==> config.mk <==
export PLATFORM = sky130hd
export DESIGN_NAME = serial_eeprom_loader_top
export DESIGN_NICKNAME = d
export VERILOG_FILES = /design/src/hdl/sel_pkg.sv /design/src/hdl/sel_engine.sv /design/src/hdl/serial_eeprom_loader_top.sv
export VERILOG_INCLUDE_DIRS = /design/src /design/src/hdl
export SDC_FILE = /design/constraint.sdc
export NUM_CORES = 1
export LEC_CHECK = 0
export BUFFER_PORTS_ARGS = -buffer_cell sky130_fd_sc_hd__clkbuf_2
export CAP_MARGIN = 20
export CORE_UTILIZATION = 59
export CTS_CLUSTER_SIZE = 14
export DETAILED_ROUTE_END_ITERATION = 8
export MAX_ROUTING_LAYER = met4
export PLACE_DENSITY = 0.8
export SLEW_MARGIN = 10
export SYNTH_ARGS = -nofsm -noshare
export SYNTH_HDL_FRONTEND = slang
export SYNTH_HIERARCHICAL = 1
export SYNTH_SLANG_ARGS = --single-unit
==> constraint.sdc <==
create_clock -name i_clk -period 6.5 [get_ports i_clk]
set_input_delay 0.325 -clock i_clk [delete_from_list [all_inputs] [get_ports i_clk]]
set_output_delay 0.325 -clock i_clk [all_outputs]
set_load 0.03 [all_outputs]
==> src/hdl/serial_eeprom_loader_top_defines.svh <==
// Assertion macros for the serial EEPROM loader sequencer.
`ifndef SERIAL_EEPROM_LOADER_TOP_DEFINES_SVH
`define SERIAL_EEPROM_LOADER_TOP_DEFINES_SVH

// Check that a condition implies another in the same cycle.
`define SEL_ASSERT_SAME(label, clk, rst_n, ante, cons) \
    label: assert property (@(posedge clk) disable iff (!(rst_n)) (ante) |-> (cons)) \
        else $error("serial eeprom loader: same-cycle check failed");

// Check that a condition implies another in the next cycle.
`define SEL_ASSERT_NEXT(label, clk, rst_n, ante, cons) \
    label: assert property (@(posedge clk) disable iff (!(rst_n)) (ante) |=> (cons)) \
        else $error("serial eeprom loader: next-cycle check failed");

`endif

==> src/hdl/sel_pkg.sv <==
// Shared constants and types of the serial EEPROM loader.
package sel_pkg;

    // Command framing and data word
    localparam int CMD_BITS    = 3;
    localparam int READ_OPCODE = 6;
    localparam int DATA_BITS   = 16;

    localparam int WORD_W    = 16;
    localparam int ADDR_W    = 7;
    localparam int SEQ_W     = 16;
    localparam int BIT_CNT_W = 5;
    localparam int PHASE_W   = 3;
    localparam int STATUS_W  = 2;

    localparam logic [WORD_W-1:0] DATA_MASK = WORD_W'((1 << DATA_BITS) - 1);

    // Part geometry
    localparam int ABITS_SMALL = 6;
    localparam int ABITS_LARGE = 8;
    localparam int WORDS_SMALL = 64;
    localparam int WORDS_LARGE = 128;
    localparam logic [ADDR_W-1:0] LAST_SMALL = ADDR_W'(WORDS_SMALL - 1);
    localparam logic [ADDR_W-1:0] LAST_LARGE = ADDR_W'(WORDS_LARGE - 1);
    localparam logic [7:0] MIN_VER_SMALL = 8'd2;
    localparam logic [7:0] MIN_VER_LARGE = 8'd1;

    // Header words and checks
    localparam logic [ADDR_W-1:0] ADDR_ID0   = ADDR_W'(0);
    localparam logic [ADDR_W-1:0] ADDR_ID1   = ADDR_W'(1);
    localparam logic [ADDR_W-1:0] ADDR_VER   = ADDR_W'(2);
    localparam logic [ADDR_W-1:0] ADDR_CHECK = ADDR_W'(4);
    localparam logic [7:0] CHR_I     = 8'h49;
    localparam logic [7:0] CHR_S     = 8'h53;
    localparam logic [7:0] CHR_P     = 8'h50;
    localparam logic [7:0] CHR_SPACE = 8'h20;

    // Sequencer phases
    localparam logic [PHASE_W-1:0] PH_IDLE   = 3'd0;
    localparam logic [PHASE_W-1:0] PH_PRECLK = 3'd1;
    localparam logic [PHASE_W-1:0] PH_SHOUT  = 3'd2;
    localparam logic [PHASE_W-1:0] PH_SHIN   = 3'd3;
    localparam logic [PHASE_W-1:0] PH_DESEL  = 3'd4;

    // Sub-phase codes within one bit
    localparam logic [1:0] SUB_0 = 2'd0;
    localparam logic [1:0] SUB_1 = 2'd1;
    localparam logic [1:0] SUB_2 = 2'd2;

    // Load status codes
    localparam logic [STATUS_W-1:0] ST_OK      = 2'd0;
    localparam logic [STATUS_W-1:0] ST_BAD_HDR = 2'd1;
    localparam logic [STATUS_W-1:0] ST_BAD_SUM = 2'd2;

    // One result word
    typedef struct packed {
        logic                chip_select;
        logic                serial_clock;
        logic                serial_data_out;
        logic                word_valid;
        logic [ADDR_W-1:0]   word_index;
        logic [WORD_W-1:0]   word_value;
        logic                busy_res;
        logic                finished;
        logic [STATUS_W-1:0] status;
    } t_result;

endpackage

==> src/hdl/sel_engine.sv <==
// Load sequencer: state registers and single-pass next-state and pin logic.
`include "serial_eeprom_loader_top_defines.svh"

module sel_engine (
    input  logic             i_clk,
    input  logic             i_rst_n,
    input  logic             i_adv,
    input  logic             i_cmd,
    input  logic             i_din,
    input  logic             i_small_part,
    output sel_pkg::t_result o_res
);

    logic [sel_pkg::PHASE_W-1:0]   r_phase, n_phase;
    logic [sel_pkg::BIT_CNT_W-1:0] r_bit_counter, n_bit_counter;
    logic [1:0]                    r_sub_phase, n_sub_phase;
    logic [sel_pkg::ADDR_W-1:0]    r_word_address, n_word_address;
    logic [sel_pkg::WORD_W-1:0]    r_shift, n_shift;
    logic [7:0]                    r_byte_sum, n_byte_sum;
    logic                          r_header_match, n_header_match;
    logic [sel_pkg::STATUS_W-1:0]  r_last_status, n_last_status;

    logic [sel_pkg::SEQ_W-1:0]     seq;
    logic [sel_pkg::BIT_CNT_W-1:0] start_cnt;
    logic [sel_pkg::WORD_W-1:0]    w;
    logic [7:0]                    lo, hi, sum, min_ver;
    logic                          hdr_ok, last_word;

    // Build the command sequence and per-part limits
    always_comb begin
        if (i_small_part) begin
            seq = (sel_pkg::SEQ_W'(sel_pkg::READ_OPCODE) << sel_pkg::ABITS_SMALL)
                | sel_pkg::SEQ_W'(r_word_address);
            start_cnt = sel_pkg::BIT_CNT_W'(sel_pkg::CMD_BITS + sel_pkg::ABITS_SMALL - 1);
            min_ver   = sel_pkg::MIN_VER_SMALL;
            last_word = (r_word_address >= sel_pkg::LAST_SMALL);
        end else begin
            seq = (sel_pkg::SEQ_W'(sel_pkg::READ_OPCODE) << sel_pkg::ABITS_LARGE)
                | sel_pkg::SEQ_W'(r_word_address);
            start_cnt = sel_pkg::BIT_CNT_W'(sel_pkg::CMD_BITS + sel_pkg::ABITS_LARGE - 1);
            min_ver   = sel_pkg::MIN_VER_LARGE;
            last_word = (r_word_address >= sel_pkg::LAST_LARGE);
        end
    end

    // Split the finished word into bytes and update the header check
    always_comb begin
        w   = r_shift & sel_pkg::DATA_MASK;
        lo  = w[7:0];
        hi  = w[15:8];
        sum = r_byte_sum + lo + hi;
        hdr_ok = r_header_match;
        if (r_word_address == sel_pkg::ADDR_ID0 && (lo != sel_pkg::CHR_I || hi != sel_pkg::CHR_S))
            hdr_ok = 1'b0;
        if (r_word_address == sel_pkg::ADDR_ID1
            && (lo != sel_pkg::CHR_P || hi != sel_pkg::CHR_SPACE))
            hdr_ok = 1'b0;
        if (r_word_address == sel_pkg::ADDR_VER && lo < min_ver)
            hdr_ok = 1'b0;
    end

    // Advance the sequencer by one pin access
    always_comb begin
        n_phase        = r_phase;
        n_bit_counter  = r_bit_counter;
        n_sub_phase    = r_sub_phase;
        n_word_address = r_word_address;
        n_shift        = r_shift;
        n_byte_sum     = r_byte_sum;
        n_header_match = r_header_match;
        n_last_status  = r_last_status;
        o_res          = '0;

        if (i_cmd) begin
            n_word_address    = '0;
            n_byte_sum        = '0;
            n_header_match    = 1'b1;
            n_shift           = '0;
            n_bit_counter     = '0;
            n_sub_phase       = sel_pkg::SUB_0;
            n_phase           = sel_pkg::PH_PRECLK;
            o_res.chip_select = 1'b1;
        end else begin
            case (r_phase)
                sel_pkg::PH_PRECLK: begin
                    o_res.chip_select  = 1'b1;
                    o_res.serial_clock = 1'b1;
                    n_phase       = sel_pkg::PH_SHOUT;
                    n_sub_phase   = sel_pkg::SUB_0;
                    n_bit_counter = start_cnt;
                end
                sel_pkg::PH_SHOUT: begin
                    o_res.chip_select     = 1'b1;
                    o_res.serial_data_out = seq[r_bit_counter[3:0]];
                    o_res.serial_clock    = (r_sub_phase == sel_pkg::SUB_1);
                    if (r_sub_phase >= sel_pkg::SUB_2) begin
                        n_sub_phase = sel_pkg::SUB_0;
                        if (r_bit_counter == '0) begin
                            n_phase = sel_pkg::PH_SHIN;
                            n_shift = '0;
                        end else begin
                            n_bit_counter = r_bit_counter - 1'b1;
                        end
                    end else begin
                        n_sub_phase = r_sub_phase + 1'b1;
                    end
                end
                sel_pkg::PH_SHIN: begin
                    o_res.chip_select = 1'b1;
                    if (r_sub_phase == sel_pkg::SUB_0) begin
                        o_res.serial_clock = 1'b1;
                        n_sub_phase = sel_pkg::SUB_1;
                    end else if (r_sub_phase == sel_pkg::SUB_1) begin
                        o_res.serial_clock = 1'b1;
                        n_shift     = {r_shift[sel_pkg::WORD_W-2:0], i_din};
                        n_sub_phase = sel_pkg::SUB_2;
                    end else begin
                        n_sub_phase = sel_pkg::SUB_0;
                        if (r_bit_counter >= sel_pkg::BIT_CNT_W'(sel_pkg::DATA_BITS - 1))
                            n_phase = sel_pkg::PH_DESEL;
                        else
                            n_bit_counter = r_bit_counter + 1'b1;
                    end
                end
                sel_pkg::PH_DESEL: begin
                    o_res.word_valid = 1'b1;
                    o_res.word_index = r_word_address;
                    o_res.word_value = w;
                    n_byte_sum       = sum;
                    n_header_match   = hdr_ok;
                    if (r_word_address == sel_pkg::ADDR_CHECK && !hdr_ok) begin
                        n_last_status  = sel_pkg::ST_BAD_HDR;
                        o_res.finished = 1'b1;
                        n_phase        = sel_pkg::PH_IDLE;
                    end else if (last_word) begin
                        n_last_status  = (sum == 8'd0) ? sel_pkg::ST_OK : sel_pkg::ST_BAD_SUM;
                        o_res.finished = 1'b1;
                        n_phase        = sel_pkg::PH_IDLE;
                    end else begin
                        n_word_address = r_word_address + 1'b1;
                        n_phase        = sel_pkg::PH_SHOUT;
                        n_sub_phase    = sel_pkg::SUB_0;
                        n_bit_counter  = start_cnt;
                    end
                end
                default: begin
                    n_phase = sel_pkg::PH_IDLE;
                end
            endcase
        end

        o_res.busy_res = (n_phase != sel_pkg::PH_IDLE);
        o_res.status   = n_last_status;
    end

    // Hold state unless a word advances
    always_ff @(posedge i_clk) begin
        if (!i_rst_n) begin
            r_phase        <= sel_pkg::PH_IDLE;
            r_bit_counter  <= '0;
            r_sub_phase    <= sel_pkg::SUB_0;
            r_word_address <= '0;
            r_shift        <= '0;
            r_byte_sum     <= '0;
            r_header_match <= 1'b1;
            r_last_status  <= sel_pkg::ST_OK;
        end else if (i_adv) begin
            r_phase        <= n_phase;
            r_bit_counter  <= n_bit_counter;
            r_sub_phase    <= n_sub_phase;
            r_word_address <= n_word_address;
            r_shift        <= n_shift;
            r_byte_sum     <= n_byte_sum;
            r_header_match <= n_header_match;
            r_last_status  <= n_last_status;
        end
    end

    `SEL_ASSERT_NEXT(a_start_preclk, i_clk, i_rst_n, i_adv && i_cmd, r_phase == sel_pkg::PH_PRECLK)
    `SEL_ASSERT_NEXT(a_finish_idle, i_clk, i_rst_n, i_adv && o_res.finished, r_phase == sel_pkg::PH_IDLE)
    `SEL_ASSERT_NEXT(a_hold_state, i_clk, i_rst_n, !i_adv, $stable(r_phase) && $stable(r_shift))
    `SEL_ASSERT_SAME(a_word_in_desel, i_clk, i_rst_n, o_res.word_valid, r_phase == sel_pkg::PH_DESEL && !i_cmd)

endmodule

==> src/hdl/serial_eeprom_loader_top.sv <==
// Top level of the serial EEPROM loader: input register, sequencer, result register.
// Each input word is one pin-access tick (or a start command) and the block takes one
// word every clock cycle when the result side is not stalling. A word waits in the input
// register, where the sequencer's single-pass next-state and pin logic evaluates it, and
// moves into the result register once that register is free or draining. The result
// register parts the two sides: a new word can enter the input register while a finished
// result still waits to be taken. The part-size register is always ready; the user must
// write it only while no load work is in flight, as the block itself does not enforce this.
module serial_eeprom_loader_top (
    input  logic                           i_clk,
    input  logic                           i_rst_n,
    // Input channel
    input  logic                           i_in_valid,
    output logic                           o_in_stall,
    input  logic                           i_cmd,
    input  logic                           i_serial_data_in,
    // Configuration channel
    input  logic                           i_cfg_valid,
    output logic                           o_cfg_ready,
    input  logic                           i_cfg_small_part,
    // Result channel
    output logic                           o_out_valid,
    input  logic                           i_out_stall,
    output logic                           o_chip_select,
    output logic                           o_serial_clock,
    output logic                           o_serial_data_out,
    output logic                           o_word_valid,
    output logic [sel_pkg::ADDR_W-1:0]     o_word_index,
    output logic [sel_pkg::WORD_W-1:0]     o_word_value,
    output logic                           o_busy_res,
    output logic                           o_finished,
    output logic [sel_pkg::STATUS_W-1:0]   o_status
);

    logic             r_small_part;
    logic             r_in_valid;
    logic             r_cmd;
    logic             r_din;
    logic             r_out_valid;
    sel_pkg::t_result r_out;
    sel_pkg::t_result res;
    logic             out_load;
    logic             in_load;

    // Move a word forward when the slot ahead is free or draining
    assign out_load    = r_in_valid && (!r_out_valid || !i_out_stall);
    assign in_load     = !r_in_valid || out_load;
    assign o_in_stall  = !in_load;
    assign o_cfg_ready = 1'b1;

    // Configuration register
    always_ff @(posedge i_clk) begin
        if (!i_rst_n) begin
            r_small_part <= 1'b0;
        end else if (i_cfg_valid) begin
            r_small_part <= i_cfg_small_part;
        end
    end

    // Input register
    always_ff @(posedge i_clk) begin
        if (!i_rst_n) begin
            r_in_valid <= 1'b0;
        end else if (in_load) begin
            r_in_valid <= i_in_valid;
        end
    end

    always_ff @(posedge i_clk) begin
        if (in_load && i_in_valid) begin
            r_cmd <= i_cmd;
            r_din <= i_serial_data_in;
        end
    end

    sel_engine u_engine (
        .i_clk        (i_clk),
        .i_rst_n      (i_rst_n),
        .i_adv        (out_load),
        .i_cmd        (r_cmd),
        .i_din        (r_din),
        .i_small_part (r_small_part),
        .o_res        (res)
    );

    // Result register
    always_ff @(posedge i_clk) begin
        if (!i_rst_n) begin
            r_out_valid <= 1'b0;
        end else if (out_load) begin
            r_out_valid <= 1'b1;
        end else if (!i_out_stall) begin
            r_out_valid <= 1'b0;
        end
    end

    always_ff @(posedge i_clk) begin
        if (out_load) begin
            r_out <= res;
        end
    end

    assign o_out_valid       = r_out_valid;
    assign o_chip_select     = r_out.chip_select;
    assign o_serial_clock    = r_out.serial_clock;
    assign o_serial_data_out = r_out.serial_data_out;
    assign o_word_valid      = r_out.word_valid;
    assign o_word_index      = r_out.word_index;
    assign o_word_value      = r_out.word_value;
    assign o_busy_res        = r_out.busy_res;
    assign o_finished        = r_out.finished;
    assign o_status          = r_out.status;

endmodule

After elaboration in Yosys (flattened, before gate mapping)
Cells that the tools add are included.
{ "word_totals": {"register_bits": 80, "in_bits": 8, "elab_cells": 151, "output_inout_bits": 34} }
{ "classes": {"mux": 61, "n_reduce_logical": 30, "eq_ne": 24, "addsub": 6, "order_cmp": 6, "n_bitwise": 2} }
{ "ops": {"columns": ["cell", "n"], "rows": [
  ["two-way mux 16 bit", 5],
  ["two-way mux 5 bit", 8],
  ["one-hot mux 16 bit (2 select lines)", 1],
  ["two-way mux 2 bit", 15],
  ["two-way mux 7 bit", 4],
  ["two-way mux 24 bit", 1],
  ["inequality test 8 x 7 -> 1 bit, second input constant", 3],
  ["one-hot mux 5 bit (4 select lines)", 1],
  ["two-way mux 3 bit", 6],
  ["inequality test 3 bit, second input constant", 6],
  ["adder 8 bit", 2],
  ["two-way mux 8 bit", 2],
  ["two-way mux 1 bit", 13],
  ["one-hot mux 3 bit (4 select lines)", 1],
  ["two-way mux 11 bit", 1],
  ["inequality test 3 x 2 -> 1 bit, second input constant", 3],
  ["AND reduction 9 bit", 1],
  ["zero test 8 bit", 1],
  ["< comparator 8 bit", 1],
  ["inequality test 8 x 6 -> 1 bit, second input constant", 1],
  ["one-hot mux 2 bit (4 select lines)", 1],
  ["AND reduction 4 bit", 2],
  ["adder 7 x 1 -> 7 bit, second input constant", 1],
  ["equality test 7 x 1 -> 1 bit, second input constant", 1],
  ["31 further kinds", 48]
]} }

Depth between registers and ports, before layout
Gate-level depths: netlist (run 1).
{ "depth": {"ltp_word": 12, "depth_mapped": 11} }

Modules after synthesis
The synthesis (run 1) kept the hierarchy.
{ "by_module_without_submodules": {"columns": ["module", "seq_area_each_um2", "area_per_inst_um2", "cells_per_inst", "n_inst"], "rows": [
  ["sel_engine", 880.8, 3143.0, 374, 1],
  ["serial_eeprom_loader_top", 1051.0, 1122.3, 46, 1]
]} }

Worst setup path before layout (run 1)
No wires, ideal clock.
{ "synth_path": {"path_type": "register to register", "startpoint": "register r_out_valid, in the netlist o_out_valid", "endpoint": "register u_engine/r_word_address[3] (netlist name)", "slack_ps": 1585, "path_stages_with_launch": 7, "period_less_slack_ps": 4915, "required_ps": 6384, "arrival_time_ps": 4799, "path_buffers": 0, "path_cell_list": "dfxtp_1 > a21boi_0 > o21ai_1 > or2_2 > nor4_1 > a21oi_1 > a31o_2"} }
{ "synth_via": {"elab_chain_len": 4} }
{ "synth_lines": {"columns": ["item", "line_no", "text"], "rows": [
  ["start: declaration", "serial_eeprom_loader_top.sv:39", "logic r_out_valid;"],
  ["start signal: assignment", "serial_eeprom_loader_top.sv:89", "r_out_valid <= 1'b0;"],
  ["start signal: assignment", "serial_eeprom_loader_top.sv:91", "r_out_valid <= 1'b1;"],
  ["start signal: assignment", "serial_eeprom_loader_top.sv:93", "r_out_valid <= 1'b0;"],
  ["zero test 1 bit", "serial_eeprom_loader_top.sv:46", "assign out_load = r_in_valid && (!r_out_valid || !i_out_stall);"],
  ["logical OR 1 bit", "serial_eeprom_loader_top.sv:46", null],
  ["logical AND 1 bit", "serial_eeprom_loader_top.sv:46", null],
  ["named net out_load", "serial_eeprom_loader_top.sv:42", "logic out_load;"],
  ["AND reduction 4 bit (no line)", null, null],
  ["end signal: assignment", "sel_engine.sv:171", "r_word_address <= n_word_address;"],
  ["end: declaration", "sel_engine.sv:17", "logic [sel_pkg::ADDR_W-1:0] r_word_address, n_word_address;"]
]} }
The timed path passes the listed nets, and every way through them passes these cells.
A chain may end at the register's enable or synchronous reset.

==> results of run 1 <==
state kept, by name (all words and copies together) (netlist names):
name                     cells
u_engine/r_word_address      7
o_out_valid                  1
o_word_value                16
u_engine/r_phase             3
u_engine/r_byte_sum          8
r_in_valid                   1
o_serial_clock               1
r_cmd                        1
o_word_valid                 1
u_engine/r_header_match      1
u_engine/r_bit_counter       5
u_engine/r_sub_phase         2
r_din                        1
r_small_part                 1
o_word_index                 7
o_serial_data_out            1
u_engine/r_last_status       2
u_engine/r_shift            16
o_chip_select                1
o_busy_res                   1
o_finished                   1
o_status                     2
power by group through the flow:
stage | Combinational, mW | Clock [mW] | Sequential (mW)
detailed placement | 0.0715 | 0 | 0.554
global placement | 0.0702 | 0 | 0.554
CTS | 0.0718 | 0.367 | 0.543
floorplan | 0.0349 | 0 | 0.571
global route | 0.0771 | 0.388 | 0.545
finish | 0.0719 | 0.361 | 0.543
worst max-delay path by stage:
stage | startpoint | end | slack [ns] | depth (start not counted)
finish | u_engine/r_shift[1] | o_status[1] | 3.36 | 11
global route | u_engine/r_shift[1] | o_status[1] | 3.20 | 11
CTS | u_engine/r_shift[1] | o_status[1] | 3.35 | 11
detailed placement | u_engine/r_shift[1] | o_status[1] | 3.39 | 11
global placement | u_engine/r_shift[1] | o_status[1] | 3.49 | 11
floorplan | o_out_valid | u_engine/r_word_address[3] | 1.58 | 6
cell usage in the layout, fill, tap and decap left out, drive strengths merged, types with 4 or more instances in the layout:
cell       n
a21o       5
nor3       9
nand2     40
nor2      23
nor4       4
a21oi     13
clkinvlp   4
o21bai     4
o21ai     13
dfxtp     47
a22oi      7
edfxtp    33
o211ai     5
mux2i      5
nor2b     15
xnor2      9
inv       15
ha        15
o21a       4
fa         9
nand3     20
clkbuf    49
a31oi      5
and2      25
a21boi    20
critical path, stage by stage (launching register included):
cell	delay (ns)
dfxtp_1	0.39
fa_1	0.57
ha_1	0.17
inv_1	0.05
fa_1	0.40
nor2b_1	0.17
nor3_1	0.08
a2bb2oi_1	0.16
nor2_1	0.11
nand4_1	0.11
or4_1	0.55
o211a_1	0.14
routing by layer:
layer	GRT usage [%]	part of all wire, %	routed length [µm]	vias up
li1	-	-	-	1580
met1	35.9	48	4160	1557
met2	38.1	45	3960	116
met3	3.41	5.7	497	15
met4	9.55	1.4	122	0
met5	-	0	0	-
per-stage QoR:
step / setup WS, ns / util [%] / power, mW / hold WS (ns)
floorplan: 1.58 / - / 0.606 / 0.424
global route: 3.20 / 68.5 / 1.01 / 0.145
finish: 3.36 / 68.5 / 0.976 / 0.145
CTS: 3.35 / 68.5 / 0.981 / 0.134
global placement: 3.49 / 65.7 / 0.624 / 0.453
detailed placement: 3.39 / 65.7 / 0.626 / 0.457
kinds of logic (layout without fill, tap and decap cells):
logic type / count (synthesis) / in the layout
simple gates: 168 / 168
compound gates: 93 / 93
flops: 80 / 80
buf+inv: 36 / 74
fa+ha+maj: 24 / 24
xor+xnor: 11 / 11
mux: 7 / 7
other cells: 1 / 1
cell type report:
cell class | instances | area [µm²]
clock inverters | 7 | 72.6
flip-flops and latches | 80 | 1930
clock buffers | 9 | 124
fillers | 560 | 2170
well taps | 96 | 120
repair buffers | 43 | 223
inverters | 15 | 56.3
multi-input cells | 304 | 2200
==> impl_metrics.prom, run 1 <==
# TYPE chip_impl_metric gauge
chip_impl_info{name="run_status",value="completed"} 1
chip_impl_info{name="synth_most_common_cell",value="dfxtp_1"} 1
chip_impl_metric{name="antennaDiodeCount",unit=""} 0
chip_impl_metric{name="cts_made_buffers",unit=""} 9
chip_impl_metric{name="timing.fmax",unit="MHz"} 318
chip_impl_metric{name="ant_nets",unit=""} 0
chip_impl_metric{name="insertion_delay",unit="ns"} 0.35
chip_impl_metric{name="clock_power_share",unit="%"} 37.0
chip_impl_metric{name="worst-endpoint-required",unit="ns"} 6.61
chip_impl_metric{name="synth_compound_gate_area_share",unit="%"} 15.5
chip_impl_metric{name="fin_tns_setup",unit="ns"} 0
chip_impl_metric{name="postSynthNetCount",unit=""} 452
chip_impl_metric{name="worst_pin_slew",unit="ns"} 0.883
chip_impl_metric{name="area_growth",unit="%"} 10.9
chip_impl_metric{name="switchingPower",unit="mW"} 0.243
chip_impl_metric{name="detailed_place_hpwl",unit="µm"} 6070
chip_impl_metric{name="routability_congestion_estimate_from_global_placement",unit=""} 0.877
chip_impl_metric{name="placed_area",unit="µm²"} 4540
chip_impl_metric{name="power.static_leakage",unit="nW"} 1.75
chip_impl_metric{name="cts_post_setup_buffers_inserted",unit=""} 0
chip_impl_info{name="timing.critical_path.from_type",value="flop"} 1
chip_impl_metric{name="pin_count",unit=""} 42
chip_impl_metric{name="layout.cells.non_filler",unit=""} 554
chip_impl_metric{name="drt_pre_antenna_iters",unit=""} 5
chip_impl_info{name="synth_area_leader_cell",value="edfxtp_1"} 1
chip_impl_info{name="unrepaired_setup_endpoints_after_global_routing",value="no"} 1
chip_impl_metric{name="postSynthAreaPerCell",unit="µm²"} 10.2
chip_impl_metric{name="synth_edf_count",unit=""} 33
chip_impl_info{name="timing.hold.worst.class",value="primary input to flop"} 1
chip_impl_metric{name="synth_area",unit="µm²"} 4270
chip_impl_metric{name="slew_headroom",unit="%"} 41.1
chip_impl_metric{name="start_util",unit="%"} 61.8
chip_impl_metric{name="yosysTopAreaCellShare",unit="%"} 23.2
chip_impl_metric{name="postCtsHoldBufs",unit=""} 0
chip_impl_info{name="crit-reg2reg-capture",value="o_status[1]"} 1
chip_impl_metric{name="rr_worst_depth",unit=""} 11
chip_impl_metric{name="first_global_vias",unit=""} 2955
chip_impl_info{name="timing.critical_path.to_type",value="flop"} 1
chip_impl_metric{name="placed_cells_incl_taps",unit=""} 538
chip_impl_metric{name="clk_path_buf_depth",unit=""} 2
chip_impl_metric{name="port_buffers",unit=""} 40
chip_impl_metric{name="timing.hold.worst_path_depth",unit=""} 1
chip_impl_metric{name="design_area",unit="µm²"} 4730
chip_impl_metric{name="timing_max_transition_violations_final",unit=""} 0
chip_impl_metric{name="vias",unit=""} 3268
chip_impl_metric{name="async_reset_ff_share",unit="%"} 0
chip_impl_metric{name="power_density",unit="nW/µm²"} 206
chip_impl_metric{name="switching_share",unit="%"} 24.9
chip_impl_info{name="tritoncts",value="done"} 1
chip_impl_metric{name="post_route_cells_drive_above_1_share",unit="%"} 17.0
chip_impl_info{name="main_combinational_cell_family_by_area_after_synthesis",value="simple AND/OR/NAND/NOR gates"} 1
chip_impl_metric{name="synthMuxAreaShare",unit="%"} 2.41
chip_impl_metric{name="drt_iter0_drc",unit=""} 235
chip_impl_metric{name="overflow",unit=""} 0
chip_impl_metric{name="clk_pin_slew_worst_paths",unit="ns"} 0.08
chip_impl_metric{name="fp.dieH",unit="µm"} 87.0
chip_impl_metric{name="post_synth_xor_area_fraction",unit="%"} 2.26
chip_impl_metric{name="post-route-drc-count",unit=""} 0
chip_impl_metric{name="ys.warnings.count",unit=""} 6
chip_impl_metric{name="grt_resource_usage_total",unit="%"} 25.7
chip_impl_metric{name="comb_power_share",unit="%"} 7.4
chip_impl_metric{name="row_count",unit=""} 30
chip_impl_metric{name="worstPathMaxFanout",unit=""} 6
chip_impl_metric{name="final_period_minus_worst_setup_slack",unit="ns"} 3.14
chip_impl_info{name="worstHoldStart",value="i_serial_data_in"} 1
chip_impl_info{name="worstReg2RegStart",value="u_engine/r_shift[1]"} 1
chip_impl_metric{name="synthDistinctLibCells",unit=""} 68
chip_impl_metric{name="synth_adder_area_share",unit="%"} 8.62
chip_impl_metric{name="cts_repair_resize_count",unit=""} 0
chip_impl_metric{name="grt_pass1_wl",unit="µm"} 14500
chip_impl_metric{name="final_nets",unit=""} 485
chip_impl_metric{name="fp.dieArea",unit="µm²"} 7570
chip_impl_info{name="synth_top_flop_cell",value="dfxtp_1"} 1
chip_impl_metric{name="cts-htree-levels",unit=""} 3
chip_impl_metric{name="grt_max_degree",unit=""} 49
chip_impl_metric{name="clock_sink_count",unit=""} 80
chip_impl_info{name="clock-root-buffer",value="clkbuf_8"} 1
chip_impl_metric{name="cp_data_arrival_time",unit="ns"} 3.25
chip_impl_metric{name="via_per_inst",unit=""} 5.90
chip_impl_metric{name="portion_of_total_power_attributed_to_sequential_cells",unit="%"} 55.6
chip_impl_metric{name="finalSetupViolCount",unit=""} 0
chip_impl_info{name="timing.hold.worst_endpoint",value="r_din"} 1
chip_impl_metric{name="syn-instance-count",unit=""} 420
chip_impl_metric{name="grt_antenna_before_repair",unit=""} 0
chip_impl_info{name="synth_area_leaders",value="edfxtp_1 23%, dfxtp_1 22%, ha_1 4.4%"} 1
chip_impl_metric{name="maxCapViolCount",unit=""} 0
chip_impl_metric{name="final_min_period_over_clock_period",unit="%"} 48.3
chip_impl_info{name="setup.worst_path.class",value="flop to flop"} 1
chip_impl_metric{name="floorplan.die.width",unit="µm"} 87.0
chip_impl_metric{name="ff2ff_setup_slack",unit="ns"} 3.36
chip_impl_metric{name="hold_violations",unit=""} 0
chip_impl_info{name="synthTopCellsByCount",value="47 x dfxtp_1, 40 x nand2_1, 33 x edfxtp_1"} 1
chip_impl_metric{name="postSynthRegisterBits",unit=""} 80
chip_impl_metric{name="max_ir_drop_vdd",unit="mV"} 0.114
chip_impl_metric{name="ys_seq_area_share",unit="%"} 45.3
chip_impl_metric{name="power_report.internal_total",unit="mW"} 0.733
chip_impl_metric{name="yosys.area_share.simple",unit="%"} 22.4
chip_impl_metric{name="fin_worst_skew",unit="ns"} 0.00894
chip_impl_metric{name="routed_wire_length",unit="µm"} 8740
chip_impl_metric{name="floorplan.core_area",unit="µm²"} 6910
chip_impl_metric{name="routedWlPerCell",unit="µm"} 15.8
Power figures use the tool's default switching activity.
==> run 2: changes to the inputs <==
--- a/config.mk
+++ b/config.mk
@@ -8,11 +8,11 @@
 export LEC_CHECK = 0
 export BUFFER_PORTS_ARGS = -buffer_cell sky130_fd_sc_hd__clkbuf_2
 export CAP_MARGIN = 20
-export CORE_UTILIZATION = 59
+export CORE_UTILIZATION = 53
 export CTS_CLUSTER_SIZE = 14
 export DETAILED_ROUTE_END_ITERATION = 8
 export MAX_ROUTING_LAYER = met4
-export PLACE_DENSITY = 0.8
+export PLACE_DENSITY = 0.76
 export SLEW_MARGIN = 10
 export SYNTH_ARGS = -nofsm -noshare
 export SYNTH_HDL_FRONTEND = slang
==> constraint.sdc (replaced) <==
create_clock -name i_clk -period 2.6 [get_ports i_clk]
set_input_delay 0.13 -clock i_clk [delete_from_list [all_inputs] [get_ports i_clk]]
set_output_delay 0.13 -clock i_clk [all_outputs]
set_load 0.03 [all_outputs]
==> run 2 against run 1 <==
The flow now finishes with violations (negative setup slack). Die area increased by 11%. Clock skew increased by 0.0037 ns. Design area increased by 7.0%. Utilization decreased by 3.3 points. Maximum frequency increased by 7.9%. Clock power increased by 140%. Final cell count increased by 8.1%. Power increased by 150%. Hold slack got worse by 0.12 ns. Wire length increased by 12%. Critical path type unchanged.
==> impl_metrics.prom, run 2 (synthesis gave the netlist of run 1 again) <==
# TYPE chip_impl_metric gauge
chip_impl_info{name="run_status",value="finished, violations left"} 1
chip_impl_info{name="failed_checks",value="negative setup slack"} 1
chip_impl_metric{name="final_min_period_over_clock_period",unit="%"} 112
chip_impl_metric{name="row_count",unit=""} 32
chip_impl_metric{name="post-route-drc-count",unit=""} 0
chip_impl_metric{name="floorplan.core_area",unit="µm²"} 7770
chip_impl_metric{name="fill_cell_count",unit=""} 624
chip_impl_metric{name="first_global_vias",unit=""} 3369
chip_impl_metric{name="worstPathMaxFanout",unit=""} 2
chip_impl_metric{name="post_route_cells_drive_above_1_share",unit="%"} 25.4
chip_impl_metric{name="grtUsageMet2",unit="%"} 40.2
chip_impl_info{name="timing.hold.worst.class",value="primary input to flop"} 1
chip_impl_metric{name="routedWlPerCell",unit="µm"} 16.3
chip_impl_metric{name="fp.dieArea",unit="µm²"} 8410
chip_impl_metric{name="fin_tns_setup",unit="ns"} -0.573
chip_impl_metric{name="fp.dieH",unit="µm"} 91.7
chip_impl_metric{name="port_buffers",unit=""} 40
chip_impl_metric{name="routability_congestion_estimate_from_global_placement",unit=""} 0.887
chip_impl_info{name="unrepaired_setup_endpoints_after_global_routing",value="yes"} 1
chip_impl_metric{name="pin_count",unit=""} 42
chip_impl_metric{name="timing_max_transition_violations_final",unit=""} 0
chip_impl_metric{name="clk_pin_slew_worst_paths",unit="ns"} 0.09
chip_impl_metric{name="antennaDiodeCount",unit=""} 0
chip_impl_metric{name="overflow",unit=""} 0
chip_impl_metric{name="worst_pin_slew",unit="ns"} 0.548
chip_impl_metric{name="fin_worst_skew",unit="ns"} 0.0126
chip_impl_info{name="global_route.peak_usage_layer",value="met2"} 1
chip_impl_metric{name="detailed_place_hpwl",unit="µm"} 6840
chip_impl_metric{name="grt_max_degree",unit=""} 42
chip_impl_metric{name="power_density",unit="nW/µm²"} 479
chip_impl_metric{name="hold_violations",unit=""} 0
chip_impl_metric{name="max_ir_drop_vdd",unit="mV"} 0.261
chip_impl_info{name="setup.worst_path.class",value="flop to flop"} 1
chip_impl_info{name="tritoncts",value="done"} 1
chip_impl_metric{name="portion_of_total_power_attributed_to_sequential_cells",unit="%"} 55.7
chip_impl_metric{name="layout_setup_ws",unit="ns"} -0.311
chip_impl_metric{name="drt_iter0_drc",unit=""} 255
chip_impl_metric{name="ant_nets",unit=""} 0
chip_impl_metric{name="grt_pass1_wl",unit="µm"} 16400
chip_impl_metric{name="power.static_leakage",unit="nW"} 1.96
chip_impl_metric{name="via_per_inst",unit=""} 5.86
chip_impl_metric{name="final_period_minus_worst_setup_slack",unit="ns"} 2.91
chip_impl_metric{name="clk_path_buf_depth",unit=""} 2
chip_impl_metric{name="design_area",unit="µm²"} 5060
chip_impl_metric{name="drt_pre_antenna_iters",unit=""} 4
chip_impl_metric{name="use_met1",unit="%"} 34.2
chip_impl_metric{name="final_nets",unit=""} 524
chip_impl_metric{name="clock_power_share",unit="%"} 36.2
chip_impl_info{name="timing.critical_path.to_type",value="flop"} 1
chip_impl_metric{name="vias",unit=""} 3512
chip_impl_metric{name="floorplan.die.width",unit="µm"} 91.7
chip_impl_metric{name="met3_resource_use_gr",unit="%"} 4.23
chip_impl_metric{name="area_growth",unit="%"} 18.7
chip_impl_metric{name="cts-htree-levels",unit=""} 3
chip_impl_info{name="crit_chain",value="fa_1 > ha_2 > inv_2 > fa_2 > nor2b_4 > nor3_2 > o21bai_1 > a21oi_1 > xnor2_1 > or4_4 > o211a_1"} 1
chip_impl_info{name="final_cell_mix",value="45 x dfxtp_1, 40 x clkbuf_2, 40 x nand2_1"} 1
chip_impl_metric{name="grt_antenna_before_repair",unit=""} 0
chip_impl_metric{name="power_report.internal_total",unit="mW"} 1.76
chip_impl_metric{name="routed_wire_length",unit="µm"} 9790
chip_impl_metric{name="finalSetupViolCount",unit=""} 2
chip_impl_metric{name="worst-endpoint-required",unit="ns"} 2.72
chip_impl_metric{name="clock_sink_count",unit=""} 80
chip_impl_metric{name="critical_path.max_stage_delay",unit="ns"} 0.54
chip_impl_metric{name="cp_data_arrival_time",unit="ns"} 3.03
chip_impl_metric{name="comb_power_share",unit="%"} 8.1
chip_impl_info{name="timing.critical_path.from_type",value="flop"} 1
chip_impl_metric{name="switching_share",unit="%"} 27.3
chip_impl_metric{name="placed_area",unit="µm²"} 4790
chip_impl_metric{name="fin_total_pwr",unit="mW"} 2.43
chip_impl_metric{name="start_util",unit="%"} 54.9
chip_impl_metric{name="grt_resource_usage_total",unit="%"} 26.0
chip_impl_metric{name="cts_made_buffers",unit=""} 9
chip_impl_info{name="layout_commonest_cell",value="dfxtp_1"} 1
chip_impl_metric{name="slew_headroom",unit="%"} 63.3
chip_impl_metric{name="switchingPower",unit="mW"} 0.663
chip_impl_info{name="timing.critical_path.slowest_stage_cell",value="fa_1"} 1
chip_impl_metric{name="insertion_delay",unit="ns"} 0.36
chip_impl_info{name="clock-root-buffer",value="clkbuf_8"} 1
chip_impl_metric{name="maxCapViolCount",unit=""} 0
chip_impl_metric{name="timing.fmax",unit="MHz"} 344
==> run 2: cell count changes in the layout (fill, tap and decap cells not counted), sizes merged <==
cell	change
inv	+4
bufinv	-1
dlygate4sd3	+3
clkinvlp	-3
buf	+36
==> run 2: cell type report <==
cell class / instances / area, µm² / area share [%]
multi-input cells: 304 / 2240 / 44.2
clock inverters: 7 / 62.6 / 1.24
repair buffers: 82 / 523 / 10.3
inverters: 15 / 56.3 / 1.11
flip-flops and latches: 80 / 1930 / 38.2
well taps: 102 / 128 / 2.52
clock buffers: 9 / 124 / 2.45
==> run 2: worst paths after layout <==
check	end	depth (start not counted)	from	slack, ns
setup / recovery	o_status[1]	11	u_engine/r_shift[9]	-0.31
hold / removal	r_small_part	3	i_cfg_small_part	0.03
hold reg to reg	u_engine/r_header_match	2	u_engine/r_header_match	0.47
setup reg to reg	o_status[1]	11	u_engine/r_shift[9]	-0.31
==> run 2: critical path, delay by kind of cell (launching register included) <==
family / cells / cell delay [ns]
fa+ha+maj: 3 / 1.09
simple gates: 3 / 0.70
compound gates: 3 / 0.36
flops: 1 / 0.34
xor+xnor: 1 / 0.14
buf+inv: 1 / 0.04
==> run 2: routing by layer <==
layer | part of all wire (%) | wire length (µm) | vias up
met5 | 0 | 0 | -
met2 | 46 | 4460 | 149
met3 | 6.9 | 674 | 18
li1 | - | - | 1656
met1 | 46 | 4480 | 1689
met4 | 1.7 | 167 | 0
==> run 2: power groups by stage <==
stage / clock (mW) / combinational (mW) / sequential [mW]
5_1_grt: 0.943 / 0.211 / 1.36
4_1_cts: 0.893 / 0.196 / 1.35
6_report: 0.879 / 0.197 / 1.35
2_1_floorplan: 0 / 0.0885 / 1.43
3_5_place_dp: 0 / 0.192 / 1.38
3_3_place_gp: 0 / 0.189 / 1.38
==> run 2: repair_timing <==
action                                  CTS  global route
pin swaps                                 9             7
setup buffers                             2             1
gates resized for setup                   7             3
endpoints found under the setup margin    2             4
hold buffers                              3             0
hold endpoints to repair                  3             0
==> run 2: stage by stage <==
stage	cells	setup WS (ns)	hold WS, ns	util, %
2_1_floorplan	420	-0.200	0.229	-
3_3_place_gp	577	-0.243	0.312	61.7
3_5_place_dp	577	-0.307	0.316	61.7
4_1_cts	598	-0.301	0.0274	65.0
5_1_grt	599	-0.411	0.0663	65.2
6_report	599	-0.311	0.0290	65.2
